### src/rtl/iol_pkg.sv
// Shared types, constants and controller/datapath interface structs for the indexed ordered list.
package iol_pkg;

  // Default list size and value width.
  localparam int CAPACITY   = 16;
  localparam int DATA_WIDTH = 32;

  // Width of the command field.
  localparam int CMD_W = 4;

  // Command codes.
  typedef enum logic [CMD_W-1:0] {
    CMD_INS_HEAD = 4'd0,
    CMD_INS_TAIL = 4'd1,
    CMD_INS_AT   = 4'd2,
    CMD_DEL_AT   = 4'd3,
    CMD_GET_AT   = 4'd4,
    CMD_LOCATE   = 4'd5,
    CMD_PRIOR    = 4'd6,
    CMD_NEXT     = 4'd7,
    CMD_CLEAR    = 4'd8
  } cmd_t;

  // Source of the memory read address.
  typedef enum logic [2:0] {
    RD_NONE,
    RD_CUR,
    RD_IDX,
    RD_PREV,
    RD_NEXT
  } rd_sel_t;

  // Commands from the controller to the datapath.
  typedef struct packed {
    logic    load;
    logic    init_ins;
    logic    init_del;
    logic    init_scan;
    rd_sel_t rd_sel;
    logic    up;
    logic    shift_wr;
    logic    put_val;
    logic    dec_fill;
    logic    clr_fill;
    logic    cap_ov;
    logic    set_ok;
    logic    set_pos;
    logic    set_miss;
    logic    out_load;
  } ctl_t;

  // Status from the datapath to the controller.
  typedef struct packed {
    cmd_t cmd;
    logic ins_ok;
    logic acc_ok;
    logic rem_zero;
    logic pend;
    logic hit;
    logic at_head;
    logic has_next;
  } sts_t;

endpackage

### src/rtl/iol_ram.sv
// Generic single-write, single-read RAM with a registered read port.
module iol_ram #(
  parameter int WIDTH = 32,
  parameter int DEPTH = 16,
  localparam int AW = (DEPTH > 1) ? $clog2(DEPTH) : 1
) (
  input  logic             clk,
  input  logic             wr_en,
  input  logic [AW-1:0]    wr_addr,
  input  logic [WIDTH-1:0] wr_data,
  input  logic             rd_en,
  input  logic [AW-1:0]    rd_addr,
  output logic [WIDTH-1:0] rd_data
);

  logic [WIDTH-1:0] mem [DEPTH];

  // Write port and registered read port.
  always_ff @(posedge clk) begin
    if (wr_en) begin
      mem[wr_addr] <= wr_data;
    end
    if (rd_en) begin
      rd_data <= mem[rd_addr];
    end
  end

endmodule

### src/rtl/iol_ctrl.sv
// Controller state machine that sequences each list transaction through the datapath.
module iol_ctrl (
  input  logic          clk,
  input  logic          rst,
  input  logic          in_valid,
  output logic          in_stall,
  output logic          out_valid,
  input  logic          out_stall,
  output iol_pkg::ctl_t ctl,
  input  iol_pkg::sts_t sts
);

  typedef enum logic [2:0] {
    S_IDLE,
    S_DISPATCH,
    S_RD_CAP,
    S_SHIFT,
    S_SCAN,
    S_DONE
  } state_t;

  state_t state;
  state_t state_next;
  logic   is_del;

  assign in_stall = (state != S_IDLE);
  assign is_del   = (sts.cmd == iol_pkg::CMD_DEL_AT);

  // Next state and datapath commands.
  always_comb begin
    ctl        = '0;
    ctl.rd_sel = iol_pkg::RD_NONE;
    state_next = state;
    case (state)
      S_IDLE: begin
        if (in_valid) begin
          ctl.load   = 1'b1;
          state_next = S_DISPATCH;
        end
      end
      S_DISPATCH: begin
        case (sts.cmd)
          iol_pkg::CMD_INS_HEAD, iol_pkg::CMD_INS_TAIL, iol_pkg::CMD_INS_AT: begin
            if (sts.ins_ok) begin
              ctl.init_ins = 1'b1;
              state_next   = S_SHIFT;
            end else begin
              state_next = S_DONE;
            end
          end
          iol_pkg::CMD_DEL_AT, iol_pkg::CMD_GET_AT: begin
            if (sts.acc_ok) begin
              ctl.rd_sel = iol_pkg::RD_IDX;
              state_next = S_RD_CAP;
            end else begin
              state_next = S_DONE;
            end
          end
          iol_pkg::CMD_LOCATE, iol_pkg::CMD_PRIOR, iol_pkg::CMD_NEXT: begin
            ctl.init_scan = 1'b1;
            state_next    = S_SCAN;
          end
          iol_pkg::CMD_CLEAR: begin
            ctl.clr_fill = 1'b1;
            ctl.set_ok   = 1'b1;
            state_next   = S_DONE;
          end
          default: begin
            state_next = S_DONE;
          end
        endcase
      end
      S_RD_CAP: begin
        ctl.cap_ov = 1'b1;
        ctl.set_ok = 1'b1;
        if (is_del) begin
          ctl.init_del = 1'b1;
          state_next   = S_SHIFT;
        end else begin
          state_next = S_DONE;
        end
      end
      S_SHIFT: begin
        // Deletes move entries toward the head, inserts toward the tail.
        ctl.up       = is_del;
        ctl.shift_wr = 1'b1;
        if (!sts.rem_zero) begin
          ctl.rd_sel = iol_pkg::RD_CUR;
        end else if (!sts.pend) begin
          if (is_del) begin
            ctl.dec_fill = 1'b1;
          end else begin
            ctl.put_val = 1'b1;
            ctl.set_ok  = 1'b1;
          end
          state_next = S_DONE;
        end
      end
      S_SCAN: begin
        ctl.up = 1'b1;
        if (sts.hit) begin
          case (sts.cmd)
            iol_pkg::CMD_LOCATE: begin
              ctl.set_ok  = 1'b1;
              ctl.set_pos = 1'b1;
              state_next  = S_DONE;
            end
            iol_pkg::CMD_PRIOR: begin
              if (sts.at_head) begin
                state_next = S_DONE;
              end else begin
                ctl.rd_sel = iol_pkg::RD_PREV;
                state_next = S_RD_CAP;
              end
            end
            iol_pkg::CMD_NEXT: begin
              if (sts.has_next) begin
                ctl.rd_sel = iol_pkg::RD_NEXT;
                state_next = S_RD_CAP;
              end else begin
                state_next = S_DONE;
              end
            end
            default: begin
              state_next = S_DONE;
            end
          endcase
        end else if (!sts.rem_zero) begin
          ctl.rd_sel = iol_pkg::RD_CUR;
        end else if (!sts.pend) begin
          // No entry matched.
          if (sts.cmd == iol_pkg::CMD_LOCATE) begin
            ctl.set_miss = 1'b1;
          end
          state_next = S_DONE;
        end
      end
      S_DONE: begin
        if (!out_valid || !out_stall) begin
          ctl.out_load = 1'b1;
          state_next   = S_IDLE;
        end
      end
      default: begin
        state_next = S_IDLE;
      end
    endcase
  end

  // State and output valid register.
  always_ff @(posedge clk) begin
    if (rst) begin
      state     <= S_IDLE;
      out_valid <= 1'b0;
    end else begin
      state <= state_next;
      if (ctl.out_load) begin
        out_valid <= 1'b1;
      end else if (out_valid && !out_stall) begin
        out_valid <= 1'b0;
      end
    end
  end

endmodule

### src/rtl/iol_datapath.sv
// Datapath of the indexed ordered list: value memory, fill count, walk pointers and result registers.
module iol_datapath #(
  parameter int CAPACITY   = iol_pkg::CAPACITY,
  parameter int DATA_WIDTH = iol_pkg::DATA_WIDTH,
  localparam int CW = $clog2(CAPACITY + 1),
  localparam int AW = (CAPACITY > 1) ? $clog2(CAPACITY) : 1
) (
  input  logic                         clk,
  input  logic                         rst,
  input  iol_pkg::ctl_t                ctl,
  output iol_pkg::sts_t                sts,
  input  logic [iol_pkg::CMD_W-1:0]    cmd,
  input  logic [CW-1:0]                index,
  input  logic signed [DATA_WIDTH-1:0] value,
  output logic                         ok,
  output logic signed [DATA_WIDTH-1:0] out_value,
  output logic signed [CW-1:0]         position,
  output logic [CW-1:0]                count_now,
  output logic                         is_empty
);

  iol_pkg::cmd_t          cmd_q;
  logic [CW-1:0]          idx_q;
  logic [DATA_WIDTH-1:0]  val_q;
  logic [CW-1:0]          fill;
  logic [CW-1:0]          rem;
  logic [AW-1:0]          cur;
  logic [AW-1:0]          raddr_q;
  logic [AW-1:0]          p_q;
  logic                   pend;
  logic                   ok_q;
  logic [DATA_WIDTH-1:0]  ov_q;
  logic [CW-1:0]          pos_q;
  logic [CW-1:0]          ins_pos;
  logic                   full;
  logic                   rd_en;
  logic [AW-1:0]          rd_addr;
  logic [DATA_WIDTH-1:0]  rd_data;
  logic                   wr_en;
  logic [AW-1:0]          wr_addr;
  logic [DATA_WIDTH-1:0]  wr_data;

  // Insert position for the three insert commands.
  always_comb begin
    case (cmd_q)
      iol_pkg::CMD_INS_HEAD: ins_pos = '0;
      iol_pkg::CMD_INS_TAIL: ins_pos = fill;
      default:               ins_pos = idx_q;
    endcase
  end

  assign full = (fill == CW'(CAPACITY));

  // Read address selection.
  always_comb begin
    case (ctl.rd_sel)
      iol_pkg::RD_CUR:  rd_addr = cur;
      iol_pkg::RD_IDX:  rd_addr = AW'(idx_q);
      iol_pkg::RD_PREV: rd_addr = raddr_q - AW'(1);
      iol_pkg::RD_NEXT: rd_addr = raddr_q + AW'(1);
      default:          rd_addr = '0;
    endcase
  end

  assign rd_en = (ctl.rd_sel != iol_pkg::RD_NONE);

  // Shift writes land one place away from the entry read the cycle before.
  assign wr_en   = (ctl.shift_wr && pend) || ctl.put_val;
  assign wr_addr = ctl.put_val ? p_q : (ctl.up ? raddr_q - AW'(1) : raddr_q + AW'(1));
  assign wr_data = ctl.put_val ? val_q : rd_data;

  iol_ram #(
    .WIDTH (DATA_WIDTH),
    .DEPTH (CAPACITY)
  ) u_ram (
    .clk     (clk),
    .wr_en   (wr_en),
    .wr_addr (wr_addr),
    .wr_data (wr_data),
    .rd_en   (rd_en),
    .rd_addr (rd_addr),
    .rd_data (rd_data)
  );

  // Status toward the controller.
  always_comb begin
    sts          = '0;
    sts.cmd      = cmd_q;
    sts.ins_ok   = !full && (ins_pos <= fill);
    sts.acc_ok   = (idx_q < fill);
    sts.rem_zero = (rem == '0);
    sts.pend     = pend;
    sts.hit      = pend && (rd_data == val_q);
    sts.at_head  = (raddr_q == '0);
    sts.has_next = ((CW + 1)'(raddr_q) + (CW + 1)'(1)) < (CW + 1)'(fill);
  end

  // Fill count and read-pending flag.
  always_ff @(posedge clk) begin
    if (rst) begin
      fill <= '0;
      pend <= 1'b0;
    end else begin
      pend <= (ctl.rd_sel == iol_pkg::RD_CUR);
      if (ctl.clr_fill) begin
        fill <= '0;
      end else if (ctl.put_val) begin
        fill <= fill + CW'(1);
      end else if (ctl.dec_fill) begin
        fill <= fill - CW'(1);
      end
    end
  end

  // Transaction, walk and result registers.
  always_ff @(posedge clk) begin
    if (ctl.load) begin
      cmd_q <= iol_pkg::cmd_t'(cmd);
      idx_q <= index;
      val_q <= value;
      ok_q  <= 1'b0;
      ov_q  <= '0;
      pos_q <= '0;
    end
    if (ctl.init_ins) begin
      rem <= fill - ins_pos;
      cur <= AW'(fill - CW'(1));
      p_q <= AW'(ins_pos);
    end
    if (ctl.init_del) begin
      rem <= fill - idx_q - CW'(1);
      cur <= AW'(idx_q + CW'(1));
    end
    if (ctl.init_scan) begin
      rem <= fill;
      cur <= '0;
    end
    if (ctl.rd_sel == iol_pkg::RD_CUR) begin
      cur <= ctl.up ? cur + AW'(1) : cur - AW'(1);
      rem <= rem - CW'(1);
    end
    if (rd_en) begin
      raddr_q <= rd_addr;
    end
    if (ctl.cap_ov) begin
      ov_q <= rd_data;
    end
    if (ctl.set_ok) begin
      ok_q <= 1'b1;
    end
    if (ctl.set_pos) begin
      pos_q <= CW'(raddr_q);
    end
    if (ctl.set_miss) begin
      pos_q <= '1;
    end
    if (ctl.out_load) begin
      ok        <= ok_q;
      out_value <= ov_q;
      position  <= pos_q;
      count_now <= fill;
      is_empty  <= (fill == '0);
    end
  end

endmodule

### src/rtl/indexed_ordered_list_core.sv
// Top level of the indexed ordered list: controller, datapath and value memory.
// Holds an ordered list of up to CAPACITY signed values in a single-port-per-side RAM and
// executes one command per transaction, returning one result per command. Inserts and
// deletes move the entries behind the affected position one memory access per cycle, and
// locate, prior and next compare stored entries from the head one per cycle; that walk
// through the value memory sets the rate. A new command is taken as soon as the previous
// one is finished internally, even while its result still waits in the output register.
module indexed_ordered_list_core #(
  parameter int CAPACITY   = iol_pkg::CAPACITY,
  parameter int DATA_WIDTH = iol_pkg::DATA_WIDTH,
  localparam int CW = $clog2(CAPACITY + 1)
) (
  input  logic                         clk,
  input  logic                         rst,
  input  logic                         in_valid,
  output logic                         in_stall,
  input  logic [iol_pkg::CMD_W-1:0]    cmd,
  input  logic [CW-1:0]                index,
  input  logic signed [DATA_WIDTH-1:0] value,
  output logic                         out_valid,
  input  logic                         out_stall,
  output logic                         ok,
  output logic signed [DATA_WIDTH-1:0] out_value,
  output logic signed [CW-1:0]         position,
  output logic [CW-1:0]                count_now,
  output logic                         is_empty
);

  iol_pkg::ctl_t ctl;
  iol_pkg::sts_t sts;

  // Sequencer.
  iol_ctrl u_ctrl (
    .clk       (clk),
    .rst       (rst),
    .in_valid  (in_valid),
    .in_stall  (in_stall),
    .out_valid (out_valid),
    .out_stall (out_stall),
    .ctl       (ctl),
    .sts       (sts)
  );

  // Storage and result datapath.
  iol_datapath #(
    .CAPACITY   (CAPACITY),
    .DATA_WIDTH (DATA_WIDTH)
  ) u_datapath (
    .clk       (clk),
    .rst       (rst),
    .ctl       (ctl),
    .sts       (sts),
    .cmd       (cmd),
    .index     (index),
    .value     (value),
    .ok        (ok),
    .out_value (out_value),
    .position  (position),
    .count_now (count_now),
    .is_empty  (is_empty)
  );

endmodule

### config.mk
export PLATFORM = sky130hd
export DESIGN_NAME = indexed_ordered_list_core
export DESIGN_NICKNAME = d
export VERILOG_FILES = /design/src/rtl/iol_pkg.sv /design/src/rtl/iol_ram.sv /design/src/rtl/iol_ctrl.sv /design/src/rtl/iol_datapath.sv /design/src/rtl/indexed_ordered_list_core.sv
export SDC_FILE = /design/constraint.sdc
export NUM_CORES = 1
export LEC_CHECK = 0
export BUFFER_PORTS_ARGS = -buffer_cell sky130_fd_sc_hd__buf_4
export CORE_MARGIN = 2
export CORE_UTILIZATION = 40
export DETAILED_ROUTE_END_ITERATION = 10
export GPL_ROUTABILITY_DRIVEN = 1
export HOLD_SLACK_MARGIN = 0.15
export REMOVE_ABC_BUFFERS = 1
export SYNTH_ARGS = -nofsm -noshare
export SYNTH_HDL_FRONTEND = slang
export SYNTH_HIERARCHICAL = 1
export SYNTH_SLANG_ARGS = --single-unit
export TNS_END_PERCENT = 20
### constraint.sdc
create_clock -name clk -period 5.8 [get_ports clk]
set_input_delay 0 -clock clk [delete_from_list [all_inputs] [get_ports clk]]
set_output_delay 0 -clock clk [all_outputs]
set_load 0.005 [all_outputs]
==> results of run 1 <==
-- metrics by stage --
step                hold WS [ps]  total power [mW]
global route               200.2             11.94
finish                     218.9             11.52
detailed placement         179.4             7.034
floorplan                  69.07             6.796
CTS                        175.1             11.65
global placement           178.7             7.015
-- power breakdown --
| part | switching, mW | internal, mW | total [mW] |
|---|---|---|---|
| registers | 0.0985 | 5.75 | 5.85 |
| logic | 0.645 | 0.472 | 1.12 |
| clock network | 1.96 | 2.60 | 4.56 |
| total | 2.70 | 8.82 | 11.5 |
-- per-layer routing --
metal | global-route usage [%] | routed length [um]
met5 | 0 | 0
met4 | 5.497 | 1657
met3 | 3.063 | 3605
met2 | 30.98 | 32650
met1 | 26.36 | 29130
-- timing repair --
item,CTS,global route
endpoints found under the hold margin,51,0
gates resized for setup,0,1
hold buffers,85,0
setup endpoints to repair,0,15
-- synthesized netlist by cell type (all sizes together), types with 23 or more instances --
library cell	count	area, um^2
edfxtp	678	20360
mux4	128	2883
nand2	70	262.8
a22oi	67	503.0
xnor2	44	385.4
buf	39	214.0
and2	35	220.2
mux2	34	382.9
nor2	34	130.1
clkbuf	31	117.6
ha	29	362.9
inv	27	101.4
a21oi	23	115.1
-- worst register-to-register path: cells and delay by family (launching register included) --
kind                   cells  cell delay [ps]
multiplexers               1              560
AO/OA/AOI/OAI              4              890
AND/OR/NAND/NOR            8             2330
flip-flops                 1              470
XOR/XNOR                   1              340
buffers and inverters      2              630
-- flip-flops by register name (all words and copies together), names as in the netlist, 32 cells and up --
| register | flops |
|---|---|
| u_datapath/u_ram/mem | 512 |
| u_datapath/out_value | 32 |
| u_datapath/ov_q | 32 |
| u_datapath/u_ram/rd_data | 32 |
| u_datapath/val_q | 32 |
-- how the worst max path moves through the flow --
stage	slack [ps]	start	endpoint	cells after the start
finish	330	u_datapath/u_ram/rd_data[28]	u_datapath/u_ram/rd_data[28]	16
global route	100	u_datapath/u_ram/rd_data[28]	u_datapath/u_ram/rd_data[19]	16
CTS	220	u_datapath/u_ram/rd_data[28]	u_datapath/u_ram/rd_data[19]	16
detailed placement	230	u_datapath/u_ram/rd_data[28]	u_datapath/u_ram/rd_data[28]	16
global placement	310	u_datapath/u_ram/rd_data[28]	u_datapath/u_ram/rd_data[20]	16
floorplan	-9510	u_datapath/fill[1]	u_datapath/raddr_q[0]	12
-- cell type report --
cell class / count / share of cell area, %
clock inverters: 50 / 1.233
inverters: 28 / 0.3186
flip-flops and latches: 694 / 62.68
multi-input cells: 640 / 20.27
clock buffers: 86 / 5.879
repair buffers: 224 / 6.273
well taps: 882 / 3.345
-- kinds of logic after synthesis --
logic type	Yosys count	share of synthesized area [%]
compound gates	156	3.884
xor+xnor	58	1.840
fa+ha+maj	32	1.532
buf+inv	98	1.582
flops	694	74.91
mux	166	11.97
simple gates	228	4.274
==> impl_metrics.prom, run 1 <==
# TYPE chip_impl_metric gauge
chip_impl_info{name="dominantRegCellSynth",value="sky130_fd_sc_hd__edfxtp_1"} 1
chip_impl_metric{name="vias_per_cell",unit=""} 5.573
chip_impl_metric{name="reg2reg_slack",unit="ps"} 330
chip_impl_info{name="hold_path_end",value="u_datapath/fill[4]"} 1
chip_impl_metric{name="critPathRequiredTime",unit="ps"} 6160
chip_impl_metric{name="worst_ep_arrival_time",unit="ps"} 5830
chip_impl_metric{name="n_antenna_cell",unit=""} 0
chip_impl_metric{name="post-route-drc-count",unit=""} 0
chip_impl_metric{name="ys_types",unit=""} 65
chip_impl_metric{name="worst_pin_slew",unit="ps"} 965.4
chip_impl_info{name="critPathLaunchType",value="flip-flop"} 1
chip_impl_metric{name="finalCoreUtilization",unit="%"} 48.19
chip_impl_metric{name="die_height",unit="um"} 266.7
chip_impl_metric{name="dpl-instance-area",unit="um^2"} 29790
chip_impl_metric{name="post-dp-hpwl",unit="mm"} 36.16
chip_impl_metric{name="syn_area",unit="um^2"} 27610
chip_impl_metric{name="fillCellCount",unit=""} 5707
chip_impl_info{name="top_cell_family_by_delay_on_the_critical_path",value="simple AND/OR/NAND/NOR gates"} 1
chip_impl_metric{name="critPathMaxStageDelay",unit="ps"} 550
chip_impl_info{name="min_path_type",value="in2reg"} 1
chip_impl_metric{name="critical_path.max_fanout",unit=""} 18
chip_impl_metric{name="reg2regPathDepth",unit=""} 16
chip_impl_metric{name="starting_density_of_the_core",unit="%"} 40.32
chip_impl_metric{name="yosysWarnings",unit=""} 6
chip_impl_info{name="cts_tree",value="yes"} 1
chip_impl_metric{name="cts.path.max_buffers",unit=""} 3
chip_impl_metric{name="totalWireLength",unit="mm"} 67.05
chip_impl_metric{name="finalWeightedCongestion",unit=""} 0.8392
chip_impl_metric{name="timing.final.ws_setup",unit="ps"} 332.0
chip_impl_metric{name="synthesis.instances",unit=""} 1432
chip_impl_metric{name="min_delay_path_depth",unit=""} 3
chip_impl_metric{name="critical_path.n_buffers_inverters",unit=""} 2
chip_impl_info{name="rr_endpoint",value="u_datapath/u_ram/rd_data[28]"} 1
chip_impl_metric{name="synth_edf_count",unit=""} 678
chip_impl_metric{name="grt_antenna_before_repair",unit=""} 1
chip_impl_metric{name="portBuffers",unit=""} 90
chip_impl_metric{name="timing.slew.headroom",unit="%"} 34.96
chip_impl_metric{name="pwr_density_cell",unit="nW/um^2"} 349.3
chip_impl_metric{name="global_route_wire_length_before_repair",unit="mm"} 97.33
chip_impl_metric{name="area_grow_syn2layout",unit="%"} 19.51
chip_impl_metric{name="seq_area_frac_synth",unit="%"} 74.91
chip_impl_metric{name="hold_violations",unit=""} 0
chip_impl_metric{name="setup_total_negative_slack",unit="ps"} 0
chip_impl_metric{name="core.rowCount",unit=""} 96
chip_impl_info{name="crit_top_cell",value="sky130_fd_sc_hd__nor4_2"} 1
chip_impl_metric{name="routed_wire_length_per_instance",unit="um"} 25.75
chip_impl_metric{name="cts_num_sinks",unit=""} 694
chip_impl_metric{name="timing.max_cap.violations",unit=""} 0
chip_impl_metric{name="drt.antenna.violating_nets",unit=""} 0
chip_impl_info{name="r2r_start",value="u_datapath/u_ram/rd_data[28]"} 1
chip_impl_info{name="most_frequent_cells_in_the_layout",value="sky130_fd_sc_hd__edfxtp_1 (678), sky130_fd_sc_hd__mux4_2 (128), sky130_fd_sc_hd__buf_4 (125)"} 1
chip_impl_metric{name="post-place-ws",unit="ps"} 233.0
chip_impl_metric{name="leakagePower",unit="nW"} 10.60
chip_impl_metric{name="insertion_delay",unit="ps"} 610
chip_impl_metric{name="skew",unit="ps"} 29.22
chip_impl_info{name="clk_root_buffer_cell",value="sky130_fd_sc_hd__clkbuf_16"} 1
chip_impl_metric{name="stdcell_count",unit=""} 2604
chip_impl_metric{name="fp.dieW",unit="um"} 266.7
chip_impl_metric{name="period_minus_slack",unit="ps"} 5468
chip_impl_metric{name="fmaxAchievable",unit="MHz"} 182.9
chip_impl_metric{name="placed_cells",unit=""} 2383
chip_impl_metric{name="floorplan.core_area",unit="um^2"} 68470
chip_impl_metric{name="ir_worst_vdd",unit="mV"} 0.2281
chip_impl_metric{name="num_vias",unit=""} 14510
chip_impl_metric{name="final_min_period_over_clock_period",unit="%"} 94.28
chip_impl_metric{name="register_area",unit="um^2"} 20680
chip_impl_metric{name="synth.avg_cell_area",unit="um^2"} 19.28
chip_impl_metric{name="finalMaxSlewViolations",unit=""} 0
chip_impl_metric{name="synth.ff_latch_count",unit=""} 694
chip_impl_metric{name="pin_count",unit=""} 91
chip_impl_metric{name="initial_drc_count",unit=""} 1455
chip_impl_metric{name="h_tree_level_count",unit=""} 3
chip_impl_metric{name="die_area",unit="um^2"} 71130
chip_impl_metric{name="multi_input_comb_area",unit="um^2"} 6686
chip_impl_metric{name="final_design_area_no_fill",unit="um^2"} 32990
chip_impl_info{name="crit_path_end_kind",value="flip-flop"} 1
chip_impl_metric{name="track_usage",unit="%"} 18.96
chip_impl_metric{name="layout.nets",unit=""} 1740
chip_impl_info{name="timing.critical_path.slowest_stage_cell",value="sky130_fd_sc_hd__mux4_2"} 1
chip_impl_metric{name="worst_path_clk_slew",unit="ps"} 60
chip_impl_metric{name="fraction_of_final_layout_cells_sized_beyond_drive_strength_1",unit="%"} 26.19
chip_impl_metric{name="grt_remaining_overflow",unit=""} 0
chip_impl_metric{name="grt_start_max_net_pins",unit=""} 52
chip_impl_metric{name="firstDrtPassIters",unit=""} 5
chip_impl_info{name="worstPathCellList",value="xnor2_1 > nand4_1 > nor4_2 > nand4_1 > nor4_2 > nand3b_1 > nor4_2 > a311o_2 > nor2b_1 > a22oi_1 > o22ai_4 > buf_4 > buf_4 > mux4_2 > a22oi_1 > nand2_1"} 1
chip_impl_metric{name="cts_made_buffers",unit=""} 75
chip_impl_info{name="worst-setup-path-type",value="reg2reg"} 1
chip_impl_info{name="final_common_cell",value="sky130_fd_sc_hd__edfxtp_1"} 1
chip_impl_metric{name="cts_setup_buffers",unit=""} 0
chip_impl_info{name="status",value="finished, final reports clean"} 1
chip_impl_info{name="grt_setup_unrepaired",value="false"} 1
chip_impl_metric{name="finalSetupViolations",unit=""} 0
chip_impl_info{name="hold_path.startpoint",value="rst"} 1
chip_impl_metric{name="fraction_of_synthesis_flops_using_an_asynchronous_set_or_reset_pin",unit="%"} 0
chip_impl_metric{name="first_global_vias",unit=""} 14670
Power figures use the tool's default switching activity.
==> run 2: changes to the inputs <==
--- a/config.mk
+++ b/config.mk
@@ -5,10 +5,10 @@
 export SDC_FILE = /design/constraint.sdc
 export NUM_CORES = 1
 export LEC_CHECK = 0
-export BUFFER_PORTS_ARGS = -buffer_cell sky130_fd_sc_hd__buf_4
 export CORE_MARGIN = 2
 export CORE_UTILIZATION = 40
 export DETAILED_ROUTE_END_ITERATION = 10
+export DONT_BUFFER_PORTS = 1
 export GPL_ROUTABILITY_DRIVEN = 1
 export HOLD_SLACK_MARGIN = 0.15
 export REMOVE_ABC_BUFFERS = 1
==> run 2 against run 1 <==
Setup slack gained 180 ps. Combinational power shrank 4%. Critical path depth is the same. Register-to-register slack gained 180 ps. Global-route usage shrank 0.29 points. Sequential cell count is the same. Maximum frequency grew 3.4%. Largest cell class unchanged.
==> impl_metrics.prom, run 2 (synthesized netlist as in run 1, its figures left out) <==
# TYPE chip_impl_metric gauge
chip_impl_metric{name="h_tree_level_count",unit=""} 3
chip_impl_metric{name="die_height",unit="um"} 266.7
chip_impl_metric{name="pin_count",unit=""} 91
chip_impl_metric{name="ir_worst_vdd",unit="mV"} 0.2216
chip_impl_metric{name="internal_dissipation",unit="mW"} 8.904
chip_impl_metric{name="vias_per_cell",unit=""} 5.625
chip_impl_info{name="most_frequent_cells_in_the_layout",value="sky130_fd_sc_hd__edfxtp_1 (678), sky130_fd_sc_hd__mux4_2 (128), sky130_fd_sc_hd__dlygate4sd3_1 (85)"} 1
chip_impl_metric{name="detail_route.wirelength.met1",unit="mm"} 28.16
chip_impl_metric{name="placed_cells",unit=""} 2290
chip_impl_metric{name="drt.antenna.violating_nets",unit=""} 0
chip_impl_info{name="clk_root_buffer_cell",value="sky130_fd_sc_hd__clkbuf_16"} 1
chip_impl_info{name="timing.critical_path.slowest_stage_cell",value="sky130_fd_sc_hd__mux4_2"} 1
chip_impl_info{name="crit_path_end_kind",value="flip-flop"} 1
chip_impl_metric{name="first_global_vias",unit=""} 14380
chip_impl_metric{name="timing.final.ws_setup",unit="ps"} 510.2
chip_impl_info{name="top_register",value="u_datapath/u_ram/mem"} 1
chip_impl_metric{name="insertion_delay",unit="ps"} 650
chip_impl_info{name="critPathLaunchType",value="flip-flop"} 1
chip_impl_metric{name="num_vias",unit=""} 14070
chip_impl_metric{name="cts_setup_buffers",unit=""} 0
chip_impl_metric{name="timing.max_cap.violations",unit=""} 0
chip_impl_metric{name="totalWireLength",unit="mm"} 65.43
chip_impl_metric{name="skew",unit="ps"} 45.57
chip_impl_metric{name="final_min_period_over_clock_period",unit="%"} 91.20
chip_impl_info{name="status",value="finished, final reports clean"} 1
chip_impl_info{name="topRoutingLayerUsed",value="met4"} 1
chip_impl_metric{name="met3_length",unit="mm"} 3.604
chip_impl_metric{name="floorplan.core_area",unit="um^2"} 68470
chip_impl_metric{name="worst_path_clk_slew",unit="ps"} 60
chip_impl_metric{name="post-route-drc-count",unit=""} 0
chip_impl_metric{name="finalSetupViolations",unit=""} 0
chip_impl_metric{name="routed_wire_length_per_instance",unit="um"} 26.16
chip_impl_metric{name="cts.path.max_buffers",unit=""} 3
chip_impl_metric{name="hold_violations",unit=""} 0
chip_impl_metric{name="n_antenna_cell",unit=""} 0
chip_impl_metric{name="seq_power_share",unit="%"} 50.5
chip_impl_metric{name="grt_antenna_before_repair",unit=""} 1
chip_impl_metric{name="power_switching_share",unit="%"} 23.28
chip_impl_info{name="grt_setup_unrepaired",value="false"} 1
chip_impl_metric{name="worst_ep_arrival_time",unit="ps"} 5660
chip_impl_metric{name="setup_total_negative_slack",unit="ps"} 0
chip_impl_metric{name="clkPwrFrac",unit="%"} 40.3
chip_impl_metric{name="timing.slew.headroom",unit="%"} 29.01
chip_impl_metric{name="cts_num_sinks",unit=""} 694
chip_impl_metric{name="firstDrtPassIters",unit=""} 4
chip_impl_metric{name="post-place-ws",unit="ps"} 524.2
chip_impl_info{name="cts_tree",value="yes"} 1
chip_impl_metric{name="leakagePower",unit="nW"} 10.17
chip_impl_metric{name="worst_pin_slew",unit="ps"} 1054
chip_impl_metric{name="final_design_area_no_fill",unit="um^2"} 32350
chip_impl_metric{name="fp.dieW",unit="um"} 266.7
chip_impl_metric{name="critPathMaxStageDelay",unit="ps"} 540
chip_impl_metric{name="critPathRequiredTime",unit="ps"} 6170
chip_impl_metric{name="stdcell_count",unit=""} 2501
chip_impl_metric{name="finalCoreUtilization",unit="%"} 47.25
chip_impl_metric{name="routed-wl-met2",unit="mm"} 31.98
chip_impl_metric{name="portBuffers",unit=""} 0
chip_impl_metric{name="dpl-instance-area",unit="um^2"} 29090
chip_impl_metric{name="critical_path.max_fanout",unit=""} 22
chip_impl_metric{name="area_grow_syn2layout",unit="%"} 17.19
chip_impl_metric{name="pwr_density_cell",unit="nW/um^2"} 358.7
chip_impl_metric{name="die_area",unit="um^2"} 71130
chip_impl_metric{name="core.rowCount",unit=""} 96
chip_impl_metric{name="fmaxAchievable",unit="MHz"} 189.0
chip_impl_metric{name="combinational_fraction_of_design_power",unit="%"} 9.2
chip_impl_info{name="worst-setup-path-type",value="reg2reg"} 1
chip_impl_metric{name="register_area",unit="um^2"} 20680
chip_impl_metric{name="finalWeightedCongestion",unit=""} 0.7996
chip_impl_metric{name="track_usage",unit="%"} 18.67
chip_impl_metric{name="ctsResizeCount",unit=""} 0
chip_impl_metric{name="finalMaxSlewViolations",unit=""} 0
chip_impl_info{name="min_path_type",value="in2reg"} 1
chip_impl_metric{name="fraction_of_final_layout_cells_sized_beyond_drive_strength_1",unit="%"} 21.31
chip_impl_metric{name="initial_drc_count",unit=""} 1402
chip_impl_metric{name="post-dp-hpwl",unit="mm"} 35.56
chip_impl_metric{name="layout.nets",unit=""} 1648
chip_impl_metric{name="fillCellCount",unit=""} 5630
chip_impl_metric{name="largest_register_ff_count",unit=""} 512
chip_impl_metric{name="cts_made_buffers",unit=""} 76
chip_impl_metric{name="global_route_wire_length_before_repair",unit="mm"} 96.03
chip_impl_metric{name="grt_start_max_net_pins",unit=""} 45
chip_impl_info{name="final_common_cell",value="sky130_fd_sc_hd__edfxtp_1"} 1
chip_impl_metric{name="multi_input_comb_area",unit="um^2"} 6680
chip_impl_metric{name="period_minus_slack",unit="ps"} 5290
chip_impl_metric{name="grt_remaining_overflow",unit=""} 0
chip_impl_metric{name="p_switching",unit="mW"} 2.702
chip_impl_info{name="worstPathCellList",value="xnor2_1 > nand4_1 > nor4_1 > nand4_1 > nor4_2 > nand3b_1 > nor4_2 > a311o_2 > nor2b_1 > a22oi_1 > o22ai_4 > buf_12 > buf_4 > mux4_2 > a22oi_1 > nand2_1"} 1
chip_impl_metric{name="starting_density_of_the_core",unit="%"} 40.32
[run 2: path summary, 6_finish.rpt]
kind	startpoint	endpoint	slack (ps)	depth (start not counted)
hold reg to reg	u_datapath/ov_q[9]	u_datapath/out_value[9]	410	0
hold / removal	in_valid	u_ctrl/state[0]	200	2
setup reg to reg	u_datapath/u_ram/rd_data[25]	u_datapath/u_ram/rd_data[15]	510	16
setup / recovery	u_datapath/u_ram/rd_data[25]	u_datapath/u_ram/rd_data[15]	510	16
[run 2: layout make-up]
type	instances	area share, %
Inverter	28	0.3249
Sequential cell	694	63.93
Timing Repair Buffer	131	4.239
Clock inverter	37	1.354
Multi-Input combinational cell	640	20.65
Clock buffer	89	6.096
Tap cell	882	3.411
[run 2: repair_timing]
item,CTS,global route
hold endpoints to repair,132,0
endpoints found under the setup margin,0,0
hold buffers,85,0
[run 2: power groups by stage]
stage          Combinational (mW)  Sequential [mW]  Clock [mW]
6_report                     1.07             5.87        4.67
2_1_floorplan               0.882             5.91           0
4_1_cts                      1.08             5.87        4.79
5_1_grt                      1.16             5.88        4.98
3_5_place_dp                 1.03             5.97           0
3_3_place_gp                 1.01             5.97           0
[run 2: critical path: cells and delay by family (launching register included)]
family	cells	cell delay (ps)
simple gates	8	2130
xor+xnor	1	350
mux	1	540
flops	1	460
compound gates	4	910
buf+inv	2	590
[run 2: through the flow]
stage | power, mW | hold slack, ps
after floorplan | 6.796 | 69.07
after global placement | 6.977 | 73.69
after detailed placement | 7.001 | 73.45
after CTS | 11.74 | 155.0
after global routing | 12.02 | 163.3
final | 11.61 | 197.6
[run 2: metal layers]
| layer | up-vias | track usage [%] |
|---|---|---|
| li1 | 6044 | - |
| met1 | 7443 | 25.71 |
| met2 | 479 | 30.65 |
| met3 | 102 | 2.722 |
| met4 | 0 | 6.195 |
| met5 | - | 0 |
